`src/rtl/tbrl_pkg.sv`:
```
// Shared types and constants for the tick budget rate limiter.
// Used by every module of the block and by its port checker.
`timescale 1ns / 1ps
`default_nettype none

package tbrl_pkg;

    localparam int ID_W            = 16;
    localparam int LIMIT_W         = 17;
    localparam int USED_W          = 16;
    localparam int KIND_W          = 2;
    localparam int CMP_W           = 17;
    localparam int MAX_RESULTS     = 64;
    localparam int REM_W           = $clog2(MAX_RESULTS + 1);
    localparam int QUEUE_DEPTH_DEF = 64;

    localparam int S_TDATA_W = 24;
    localparam int M_TDATA_W = 16;

    localparam int APB_ADDR_W = 3;
    localparam int APB_DATA_W = 32;
    localparam int REG_IDX_W  = APB_ADDR_W - 2;
    localparam logic [REG_IDX_W-1:0] REG_SPEED_LIMIT = '0;

    localparam logic [LIMIT_W-1:0] LIMIT_RESET = '1;

    typedef enum logic [KIND_W-1:0] {
        KIND_GRANT   = 2'd0,
        KIND_RELEASE = 2'd1,
        KIND_DROP    = 2'd2
    } t_kind;

    typedef enum logic {
        ACT_REQUEST = 1'b0,
        ACT_TICK    = 1'b1
    } t_action;

    typedef enum logic [2:0] {
        ST_IDLE,
        ST_REQ,
        ST_QCHK,
        ST_CAP,
        ST_FILL,
        ST_POP,
        ST_EMIT
    } t_state;

    typedef struct packed {
        logic push;
        logic pop;
    } t_q_ctrl;

endpackage

`default_nettype wire

```
`src/rtl/tbrl_cmp.sv`:
```
// Shared compare unit: unsigned less-than and minimum of two operands.
// Depends on tbrl_pkg; the sequencer in the top level multiplexes its operands.
`timescale 1ns / 1ps
`default_nettype none

module tbrl_cmp
    import tbrl_pkg::*;
(
    input  wire logic [CMP_W-1:0] i_a,
    input  wire logic [CMP_W-1:0] i_b,
    output logic                  o_lt,
    output logic [CMP_W-1:0]      o_min
);

    always_comb begin
        o_lt  = (i_a < i_b);
        o_min = o_lt ? i_a : i_b;
    end

endmodule

`default_nettype wire

```
`src/rtl/tbrl_queue.sv`:
```
// Wait queue of connection ids: circular buffer with one write and one
// registered read port. Depends on tbrl_pkg.
`timescale 1ns / 1ps
`default_nettype none

module tbrl_queue
    import tbrl_pkg::*;
#(
    parameter int DEPTH = QUEUE_DEPTH_DEF
) (
    input  wire logic                        i_clk,
    input  wire logic                        i_rst_n,
    input  wire t_q_ctrl                     i_ctrl,
    input  wire logic [ID_W-1:0]             i_wr_data,
    output logic      [ID_W-1:0]             o_rd_data,
    output logic      [$clog2(DEPTH+1)-1:0]  o_fill
);

    localparam int AW = $clog2(DEPTH);
    localparam int FW = $clog2(DEPTH + 1);
    localparam logic [AW-1:0] LAST_IDX = AW'(DEPTH - 1);

    logic [ID_W-1:0] r_mem [DEPTH];
    logic [ID_W-1:0] r_rd_data;
    logic [AW-1:0]   r_head, n_head;
    logic [AW-1:0]   r_tail, n_tail;
    logic [FW-1:0]   r_fill, n_fill;

    always_comb begin
        n_head = r_head;
        n_tail = r_tail;
        n_fill = r_fill;
        if (i_ctrl.push) begin
            n_tail = (r_tail == LAST_IDX) ? '0 : r_tail + 1'b1;
            n_fill = r_fill + 1'b1;
        end else if (i_ctrl.pop) begin
            n_head = (r_head == LAST_IDX) ? '0 : r_head + 1'b1;
            n_fill = r_fill - 1'b1;
        end
    end

    always_ff @(posedge i_clk) begin
        if (!i_rst_n) begin
            r_head <= '0;
            r_tail <= '0;
            r_fill <= '0;
        end else begin
            r_head <= n_head;
            r_tail <= n_tail;
            r_fill <= n_fill;
        end
    end

    always_ff @(posedge i_clk) begin
        if (i_ctrl.push) begin
            r_mem[r_tail] <= i_wr_data;
        end
        if (i_ctrl.pop) begin
            r_rd_data <= r_mem[r_head];
        end
    end

    assign o_rd_data = r_rd_data;
    assign o_fill    = r_fill;

endmodule

`default_nettype wire

```
`src/rtl/tick_budget_rate_limiter_unit.sv`:
```
// Channel    Dir  Payload                                     Handshake
// s_axis     in   tuser=action, tdata=conn_id,has_client      tvalid/tready
// m_axis     out  tuser=kind, tdata=conn_id_out, tlast=last   tvalid/tready
// apb        in   speed_limit at byte address 0               psel/penable, pready=1
//
// A request passes ST_REQ, then ST_QCHK when the budget is used up, plus any wait
// for the output register. A tick passes ST_CAP and ST_FILL, then ST_POP and ST_EMIT
// per released id, as the shared compare unit and the queue's single read port need.
// Reset is synchronous, active low, and leaves the limit at -1 (unlimited).
// A stalled output holds the sequencer only when it has a new result to load.
`timescale 1ns / 1ps
`default_nettype none

module tick_budget_rate_limiter_unit
    import tbrl_pkg::*;
#(
    parameter int QUEUE_DEPTH = QUEUE_DEPTH_DEF
) (
    input  wire logic                  i_clk,
    input  wire logic                  i_rst_n,
    input  wire logic                  s_axis_tvalid,
    output logic                       s_axis_tready,
    input  wire logic [S_TDATA_W-1:0]  s_axis_tdata,  // [15:0] conn_id, [16] has_client
    input  wire logic                  s_axis_tuser,  // [0] action
    output logic                       m_axis_tvalid,
    input  wire logic                  m_axis_tready,
    output logic [M_TDATA_W-1:0]       m_axis_tdata,  // [15:0] conn_id_out
    output logic [KIND_W-1:0]          m_axis_tuser,  // [1:0] kind
    output logic                       m_axis_tlast,
    input  wire logic                  psel,
    input  wire logic                  penable,
    input  wire logic                  pwrite,
    input  wire logic [APB_ADDR_W-1:0] paddr,
    input  wire logic [APB_DATA_W-1:0] pwdata,
    output logic [APB_DATA_W-1:0]      prdata,
    output logic                       pready
);

    localparam int FW = $clog2(QUEUE_DEPTH + 1);

    t_state             r_state, n_state;
    logic [LIMIT_W-1:0] r_limit;
    logic [USED_W-1:0]  r_used;
    logic [REM_W-1:0]   r_rem;
    logic [ID_W-1:0]    r_id;
    logic               r_client;
    logic               r_out_valid;
    logic [ID_W-1:0]    r_out_id;
    t_kind              r_out_kind;
    logic               r_out_last;

    logic               in_acc, out_free, cfg_wr;
    logic [CMP_W-1:0]   cmp_a, cmp_b, cmp_min;
    logic               cmp_lt;
    t_q_ctrl            q_ctrl;
    logic [ID_W-1:0]    q_rd_data;
    logic [FW-1:0]      q_fill;
    logic               out_load, out_last, used_inc, rem_load, rem_dec;
    logic [ID_W-1:0]    out_id;
    t_kind              out_kind;
    logic [REM_W-1:0]   rem_new;
    logic               limit_neg;
    logic [CMP_W-1:0]   budget;

    assign in_acc    = s_axis_tvalid && s_axis_tready;
    assign out_free  = !r_out_valid || m_axis_tready;
    assign limit_neg = r_limit[LIMIT_W-1];
    assign budget    = limit_neg ? '0 : CMP_W'(r_limit[LIMIT_W-2:0]);

    tbrl_cmp u_cmp (
        .i_a   (cmp_a),
        .i_b   (cmp_b),
        .o_lt  (cmp_lt),
        .o_min (cmp_min)
    );

    tbrl_queue #(
        .DEPTH (QUEUE_DEPTH)
    ) u_queue (
        .i_clk     (i_clk),
        .i_rst_n   (i_rst_n),
        .i_ctrl    (q_ctrl),
        .i_wr_data (r_id),
        .o_rd_data (q_rd_data),
        .o_fill    (q_fill)
    );

    // Next state
    always_comb begin
        n_state = r_state;
        case (r_state)
            ST_IDLE: begin
                if (in_acc) begin
                    n_state = (s_axis_tuser == ACT_TICK) ? ST_CAP : ST_REQ;
                end
            end
            ST_REQ: begin
                if (!r_client) begin
                    n_state = ST_IDLE;
                end else if (limit_neg || cmp_lt) begin
                    if (out_free) begin
                        n_state = ST_IDLE;
                    end
                end else begin
                    n_state = ST_QCHK;
                end
            end
            ST_QCHK: begin
                if (cmp_lt || out_free) begin
                    n_state = ST_IDLE;
                end
            end
            ST_CAP:  n_state = ST_FILL;
            ST_FILL: n_state = (rem_new == '0) ? ST_IDLE : ST_POP;
            ST_POP:  n_state = ST_EMIT;
            ST_EMIT: begin
                if (out_free) begin
                    n_state = (r_rem == REM_W'(1)) ? ST_IDLE : ST_POP;
                end
            end
            default: n_state = ST_IDLE;
        endcase
    end

    // Datapath control for the current state
    always_comb begin
        cmp_a    = '0;
        cmp_b    = '0;
        q_ctrl   = '0;
        out_load = 1'b0;
        out_id   = r_id;
        out_kind = KIND_GRANT;
        out_last = 1'b1;
        used_inc = 1'b0;
        rem_load = 1'b0;
        rem_dec  = 1'b0;
        rem_new  = REM_W'(cmp_min);
        case (r_state)
            ST_REQ: begin
                cmp_a = CMP_W'(r_used);
                cmp_b = budget;
                if (r_client && (limit_neg || cmp_lt) && out_free) begin
                    out_load = 1'b1;
                    used_inc = !limit_neg;
                end
            end
            ST_QCHK: begin
                cmp_a = CMP_W'(q_fill);
                cmp_b = CMP_W'(QUEUE_DEPTH);
                if (cmp_lt) begin
                    q_ctrl.push = 1'b1;
                end else if (out_free) begin
                    out_load = 1'b1;
                    out_kind = KIND_DROP;
                end
            end
            ST_CAP: begin
                cmp_a    = budget;
                cmp_b    = CMP_W'(MAX_RESULTS);
                rem_load = 1'b1;
            end
            ST_FILL: begin
                cmp_a    = CMP_W'(q_fill);
                cmp_b    = CMP_W'(r_rem);
                rem_load = 1'b1;
            end
            ST_POP: begin
                q_ctrl.pop = 1'b1;
            end
            ST_EMIT: begin
                if (out_free) begin
                    out_load = 1'b1;
                    out_id   = q_rd_data;
                    out_kind = KIND_RELEASE;
                    out_last = (r_rem == REM_W'(1));
                    used_inc = 1'b1;
                    rem_dec  = 1'b1;
                end
            end
            default: ;
        endcase
    end

    assign cfg_wr = psel && penable && pwrite && pready
                    && (paddr[APB_ADDR_W-1:2] == REG_SPEED_LIMIT);

    always_ff @(posedge i_clk) begin
        if (!i_rst_n) begin
            r_state     <= ST_IDLE;
            r_limit     <= LIMIT_RESET;
            r_used      <= '0;
            r_rem       <= '0;
            r_out_valid <= 1'b0;
        end else begin
            r_state <= n_state;
            if (cfg_wr) begin
                r_limit <= pwdata[LIMIT_W-1:0];
            end
            // A tick restarts the count for the new interval
            if (in_acc && s_axis_tuser == ACT_TICK) begin
                r_used <= '0;
            end else if (used_inc) begin
                r_used <= r_used + 1'b1;
            end
            if (rem_load) begin
                r_rem <= rem_new;
            end else if (rem_dec) begin
                r_rem <= r_rem - 1'b1;
            end
            if (out_load) begin
                r_out_valid <= 1'b1;
            end else if (m_axis_tready) begin
                r_out_valid <= 1'b0;
            end
        end
    end

    always_ff @(posedge i_clk) begin
        if (in_acc) begin
            r_id     <= s_axis_tdata[ID_W-1:0];
            r_client <= s_axis_tdata[ID_W];
        end
        if (out_load) begin
            r_out_id   <= out_id;
            r_out_kind <= out_kind;
            r_out_last <= out_last;
        end
    end

    assign s_axis_tready = (r_state == ST_IDLE);
    assign m_axis_tvalid = r_out_valid;
    assign m_axis_tdata  = r_out_id;
    assign m_axis_tuser  = r_out_kind;
    assign m_axis_tlast  = r_out_last;

    assign pready = 1'b1;
    assign prdata = (paddr[APB_ADDR_W-1:2] == REG_SPEED_LIMIT)
                    ? APB_DATA_W'(signed'(r_limit)) : '0;

endmodule

`default_nettype wire

```
`config.mk`:
```
export PLATFORM = sky130hd
export DESIGN_NAME = tick_budget_rate_limiter_unit
export DESIGN_NICKNAME = d
export VERILOG_FILES = /design/src/rtl/tbrl_pkg.sv /design/src/rtl/tbrl_cmp.sv /design/src/rtl/tbrl_queue.sv /design/src/rtl/tick_budget_rate_limiter_unit.sv
export SDC_FILE = /design/constraint.sdc
export NUM_CORES = 1
export LEC_CHECK = 0
export ABC_CLOCK_PERIOD_IN_PS = 11300
export BUFFER_PORTS_ARGS = -buffer_cell sky130_fd_sc_hd__buf_4
export CORE_MARGIN = 1.5
export CORE_UTILIZATION = 41
export CTS_BUF_LIST = sky130_fd_sc_hd__clkbuf_4 sky130_fd_sc_hd__clkbuf_8 sky130_fd_sc_hd__clkbuf_16
export DETAILED_ROUTE_END_ITERATION = 6
export GPL_TIMING_DRIVEN = 0
export PLACE_DENSITY = 0.52
export SETUP_SLACK_MARGIN = 0.05
export SYNTH_ARGS = -nofsm -noshare
export SYNTH_HDL_FRONTEND = slang
export SYNTH_SLANG_ARGS = --single-unit
```
`constraint.sdc`:
```
create_clock -name i_clk -period 11.3 [get_ports i_clk]
set_clock_uncertainty 0.15 [all_clocks]
set_input_delay 1.13 -clock i_clk [delete_from_list [all_inputs] [get_ports i_clk]]
set_output_delay 1.13 -clock i_clk [all_outputs]
set_load 0.1 [all_outputs]
```
# --- Word-level counts from Yosys, hierarchy flattened ---
# Memory sizes are Yosys's and may differ from the RTL's. A register that Yosys moved wholly into a read port is not among the register bits.
# Index checks and enable logic that the tools add are counted.
totals:
  reg_bits: 99
  latchBits: 0
  mem_bits_rw: 1024
  rom_bits: 0
  in_bits: 67
  output_inout_bits: 54
  wordCells: 103
  memories: 1
mem_list:
  columns: ["name", "words", "width", "rd", "rd_clocked_by_memory_dff", "write_ports", "line", "rtl"]
  rows:
  - ["u_queue.r_mem", 64, 16, 1, 1, 1, "tbrl_queue.sv:23", "logic [ID_W-1:0] r_mem [DEPTH];"]
classes:
  n_addsub: 6
  n_mul: 0
  n_div: 0
  order_cmp: 1
  eq_ne: 13
  n_shift: 0
  n_mux: 42
  bitwise_logic: 3
  reduce_logical: 24
ops:
  columns: ["op", "count"]
  rows:
  - ["$pmux W16 S3", 2]
  - ["$mux W16", 3]
  - ["$mux W7", 5]
  - ["$mux W32", 1]
  - ["$mux W3", 8]
  - ["$pmux W3 S7", 1]
  - ["$add A16 B1 Y16 const B", 1]
  - ["$lt A16 B16 Y1", 1]
  - ["$mux W1", 14]
  - ["$sub A7 B1 Y7 const B", 2]
  - ["$add A6 B1 Y6 const B", 2]
  - ["$eq A6 B6 Y1 const B", 2]
  - ["$mux W6", 2]
  - ["$eq A3 B3 Y1 const B", 3]
  - ["$reduce_or A2 Y1", 4]
  - ["$add A7 B1 Y7 const B", 1]
  - ["$eq A7 B1 Y1 const B", 1]
  - ["$logic_and A1 B1 Y1", 7]
  - ["$logic_not A7 Y1", 1]
  - ["$eq A3 B2 Y1 const B", 2]
  - ["$mux W2", 3]
  - ["$reduce_bool A2 Y1", 3]
  - ["$ne A2 B2 Y1 const B", 2]
  - ["$ne A4 B4 Y1 const B", 1]
  - ["11 further kinds", 17]

# --- Longest topological paths before layout ---
depth:
  depth_word: 10
  mapped_depth: 22
  ltp_nobuf: 19

# --- Cells and area by module ---
# A second synthesis with hierarchy kept.
unflattened:
  hier_cells: 2454
  hier_area_um2: 45872.7
modules_own_cells:
  columns: ["mod", "n_inst", "cells_each", "area_each_um2", "seq_area_each_um2"]
  rows:
  - ["tbrl_queue", 1, 1842, 40672.8, 31610.3]
  - ["tick_budget_rate_limiter_unit", 1, 476, 4279.1, 1961.9]
  - ["tbrl_cmp", 1, 136, 920.9, 0.0]

# --- Worst setup path after synthesis ---
# No wires, ideal clock.
synth_timing:
  path_type: "flip-flop to flip-flop"
  from: "reg r_state[1]"
  to: "reg u_queue.r_fill[6] (netlist: u_queue.o_fill[6])"
  setup_ns: 0.072
  arrival_ns: 4.689
  t_required_ns: 11.078
  path_slack_ns: 6.389
  stages_incl_launch_ff: 21
  path_buffers: 3
  period_less_slack_ns: 4.911
  cell_sequence: "dfxtp_1 -> buf_2 -> nor4bb_1 -> clkbuf_1 -> a22o_1 -> ha_1 -> and3_1 -> and3_4 -> a2111oi_4 -> a21bo_1 -> buf_6 -> nor3_4 -> inv_1 -> fa_1 -> a21oi_1 -> nor2_1 -> nor2_1 -> o21bai_1 -> a21oi_1 -> mux2i_1 -> mux2i_1"
synth_via:
  elab_chain_cells: 7
  word_cells_on_any_way: 15
  classes_between: "order compare: 1; eq/ne: 5; mux: 6; reduce/logical: 3"
synth_lines:
  columns: ["element", "line", "rtl"]
  rows:
  - ["start: declaration", "tick_budget_rate_limiter_unit.sv:41", "t_state r_state, n_state;"]
  - ["start signal: assignment", "tick_budget_rate_limiter_unit.sv:195", "r_state <= n_state;"]
  - ["$eq A3 B2 Y1 or $eq A3 B3 Y1 (tied branches)", "tick_budget_rate_limiter_unit.sv:138", "case (r_state)"]
  - ["$reduce_or A2 Y1 (no source line)", null, null]
  - ["$pmux W16 S3", "tick_budget_rate_limiter_unit.sv:138", null]
  - ["$lt A16 B16 Y1", "tbrl_cmp.sv:16", "o_lt = (i_a < i_b);"]
  - ["$mux W1", "tick_budget_rate_limiter_unit.sv:150", "if (cmp_lt) begin"]
  - ["$mux W1", "tick_budget_rate_limiter_unit.sv:138", null]
  - ["$mux W7 or $reduce_bool A2 Y1 (tied branches)", null, null]
  - ["end signal: assignment", "tbrl_queue.sv:50", "r_fill <= n_fill;"]
  - ["end: declaration", "tbrl_queue.sv:27", "logic [FW-1:0] r_fill, n_fill;"]
# Parallel ways exist; a longest one is shown, timed or not.
# A chain may end at the register's enable or synchronous reset.

# --- Worst setup path after layout ---
layout_timing:
  from: "reg r_state[1]"
  to: "mem u_queue.r_mem[18][4] (enable)"
layout_via:
  elab_chain_cells: 8
  word_cells_on_any_way: 13
  classes_between: "order compare: 1; eq/ne: 4; mux: 6; reduce/logical: 2"
layout_lines:
  columns: ["element", "line", "rtl"]
  rows:
  - ["$eq A3 B2 Y1 or $eq A3 B3 Y1 (tied branches)", "tick_budget_rate_limiter_unit.sv:138", null]
  - ["$reduce_or A2 Y1 (no source line)", null, null]
  - ["$pmux W16 S3", "tick_budget_rate_limiter_unit.sv:138", null]
  - ["$lt A16 B16 Y1", "tbrl_cmp.sv:16", null]
  - ["$mux W1", "tick_budget_rate_limiter_unit.sv:150", null]
  - ["$mux W1 *", "tick_budget_rate_limiter_unit.sv:138", null]
  - ["$mux W1 *", "tbrl_queue.sv:55", "if (i_ctrl.push) begin"]
  - ["$mux W1 (not written as such) *", "tbrl_queue.sv:56", "r_mem[r_tail] <= i_wr_data;"]
  - ["end: declaration", "tbrl_queue.sv:23", null]
# Mark *: on every way between the ends. The rest lies on a longest branch, timed or not.

==> run metrics <==
status=complete, no violations; die area=112,100 um^2; Worst slew margin=12.12%; hold slack=0.3529 ns; Crit path largest cell delay=1.21 ns; routed wl met3=7320 um; Metal-1 WL=50,910 um; chip width=334.8 um; Synth top cells by count=1,076 x edfxtp_1, 336 x mux4_2, 98 x nor2_1; DR WL/cell=29.29 um; sequential area share after synthesis=74.39%; total negative slack=0 ns; critical path arrival=6.89 ns; H-tree Lvls=3; Peak VDD IR=0.1252 mV; Synth warnings=0; layout cells sized above 1=33.39%; CP startpoint=r_state[1]$_SDFFE_PN0P_; Post-DRT Antenna Nets=0; post-synth cell types=70; ys async rst share=0%; FF+latch count, synth=1,139; clock-pin slew on the worst setup and hold paths=0.06 ns; post-synth top area cell=edfxtp_1; number of port buffers=94; startpoint types=register; Main synth FF type=edfxtp_1; drt pass-1 iters=5; final instance area=53,760 um^2; WP data required=11.47 ns; Slew @ Worst Pin=1.314 ns; Avg Vias per Cell=5.685; initial antenna violation count=5; DP Wirelength=82,810 um; Worst setup EP type=register; CP bufs+invs=3; IO Count=121; fin nets=2,567; R2R cell count=13; simple-gate portion of the synthesized area=3.801%; EDFF count, synth=1,076; chip height=334.8 um; DRC=0; final setup fails=0; largest net degree at the start of global routing=33; Final Max Tran Viols=0; final core occ=49.32%; Vias=22.67k; Area contributors post-synth=edfxtp_1 72%, mux4_2 17%, dfxtp_1 2.8%; Max Cap Viol=0; cell chain of the critical path=buf_2 -> nor4bb_1 -> clkbuf_1 -> a22o_1 -> ha_1 -> and3_1 -> and3_4 -> a2111oi_4 -> a21bo_1 -> buf_6 -> nor3_4 -> nand4b_1 -> nor2_2; count leader, synth=edfxtp_1; Area Growth Syn to Fin=19.13%; register-to-register path setup slack=4.58 ns; top-area cell type share of the netlist area=71.60%; post-CTS sizing=0; cell count along the critical path=13; first-pass GRT wire length=166,700 um; end of the worst register-to-register path=u_queue.r_mem[18][4]$_DFFE_PP_; starting density of the core=41.40%; met2 routed wirelength=55,150 um; Cells after Synth=2,156; hold depth=2; post-synthesis net count=2,249; CTS sink cnt=1,139; Bufs on Longest Clock Path=3; Placer Congestion=0.8773; Hold Vio Cnt, Final=0; synthesized area per cell=20.93 um^2; DRT iter0 DRCs=2,487; Hold Path Class=register to register; DP Area=49,780 um^2; Total Power=8963 uW; Worst R2R Start=r_state[1]$_SDFFE_PN0P_; fmax=148.8 MHz; routed wire length=116,800 um; TritonCTS clock tree=done; Post-Synth Adder-Cell Area=0.7375%; Num CTS Buffers=120; uppermost layer routed=met4; CP endpoint=u_queue.r_mem[18][4]$_DFFE_PP_; Crit Path Class=register to register; core area=109,000 um^2; total track usage=20.99%; Period minus WS final=6.719 ns; delay-heaviest family, CP=simple AND/OR/NAND/NOR gates; post-synthesis compound-gate area fraction=1.919%; PwrDens=166.7 nW/um^2; post-synthesis cell area=45,130 um^2; # hold bufs at CTS=0; fillers=8,866; post-CTS setup buffers=0; grt ovf=0; largest family of logic cells by synthesized area=multiplexers; clock root cell=clkbuf_16; CP Max Fanout=16; mux share of post-synthesis cell area=17.30%; leakage=0.01672 uW; post-route clock period utilization=59.46%; crit path max-delay cell type=nor2_2; Clock Latency Late Sink=0.71 ns; row cnt=121; vias in the first global route=22.95k; xor/xnor share of the synthesized area=0.3493%; RSZ-0062 raised after global routing=false
[state kept, by name, summed over array words and instances (netlist names)]
signal             count
u_queue.r_mem       1024
r_limit               17
m_axis_tdata          16
r_id                  16
r_used                16
u_queue.o_rd_data     16
r_rem                  7
u_queue.o_fill         7
u_queue.r_head         6
u_queue.r_tail         6
r_state                3
m_axis_tuser           2
m_axis_tlast           1
m_axis_tvalid          1
r_client               1
[cells in the final DEF, fill, tap and decap left out, types with 6 or more instances in the layout]
cell type and instances:
edfxtp_1 1076, mux4_2 336, clkbuf_16 123, buf_4 111, nand2_1 87, clkbuf_1 72
nor2_2 64, dfxtp_1 63, buf_8 62, buf_16 38, a21oi_1 37, nand3_1 36
nor2_1 34, clkbuf_4 32, clkinv_1 31, buf_2 27, nor2b_1 25, ha_1 25
o21ai_0 21, inv_1 17, clkinv_2 17, mux2_2 16, buf_1 14, bufinv_16 12
or3_1 11, xnor2_1 11, and2_1 10, a22o_1 9, or4_1 9, o31ai_1 9
nand3b_1 8, xor2_1 7, nor3_1 7, a211oi_1 6, and3_1 6, nand4_1 6
nor4bb_1 6, a221o_1 6, mux2i_1 6
[logic make-up (layout without fill, tap and decap cells)]
family	count (synthesis)	in the layout
buffers and inverters	149	566
and+or+nand+nor	338	338
xor gates and xnor gates	18	18
adders and majority gates	26	26
AOI/OAI and AO/OA	127	127
muxes	358	358
other	1	2
DFF	1139	1139
[stage by stage]
stage,worst slack [ns],instances
6_report,4.581,3988
5_1_grt,4.265,3987
4_1_cts,4.619,3987
3_5_place_dp,4.650,3766
3_3_place_gp,4.343,3664
2_1_floorplan,6.389,2156
[report_power, final]
part           switching [uW]  internal (uW)
clock network            1610           2340
registers                29.1           4640
logic                     240            108
[final cells by class]
class                      instances  area [um^2]  share of cell area (%)
timing repair buffer             196         2723                   5.064
clock buffer                     155         3318                   6.172
antenna                            1        2.502                0.004655
sequential                      1139        33570                   62.45
buffer                           132        608.1                   1.131
clock inverter                    66        655.6                   1.220
tap                             1414         1769                   3.291
multi-input combinational        868        11050                   20.55
inverter                          17        63.81                  0.1187
[tightest hold or removal path: cells and delay by family (launching register included)]
| family | cells | cell delay, ns |
|---|---|---|
| AND/OR/NAND/NOR | 1 | 0.06 |
| flip-flops | 1 | 0.33 |
| multiplexers | 1 | 0.06 |
[how the worst min path moves through the flow]
stage / startpoint / to / slack, ns
finish: u_queue.o_fill[6]$_SDFFE_PN0P_ / u_queue.o_fill[6]$_SDFFE_PN0P_ / 0.35
detailed placement: r_limit[15]$_SDFFE_PN1P_ / r_limit[15]$_SDFFE_PN1P_ / 0.35
floorplan: u_queue.o_fill[6]$_SDFFE_PN0P_ / u_queue.o_fill[6]$_SDFFE_PN0P_ / 0.29
global placement: u_queue.r_tail[2]$_SDFFE_PN0P_ / u_queue.r_tail[2]$_SDFFE_PN0P_ / 0.33
CTS: r_limit[15]$_SDFFE_PN1P_ / r_limit[15]$_SDFFE_PN1P_ / 0.36
global route: u_queue.r_tail[2]$_SDFFE_PN0P_ / u_queue.r_tail[2]$_SDFFE_PN0P_ / 0.39
[per-layer routing]
metal	vias up	global-route usage (%)
met1	12113	30.19
met3	160	3.747
li1	9637	-
met4	0	6.383
met2	761	32.78
met5	-	0
(Power assumes the default switching activity.)
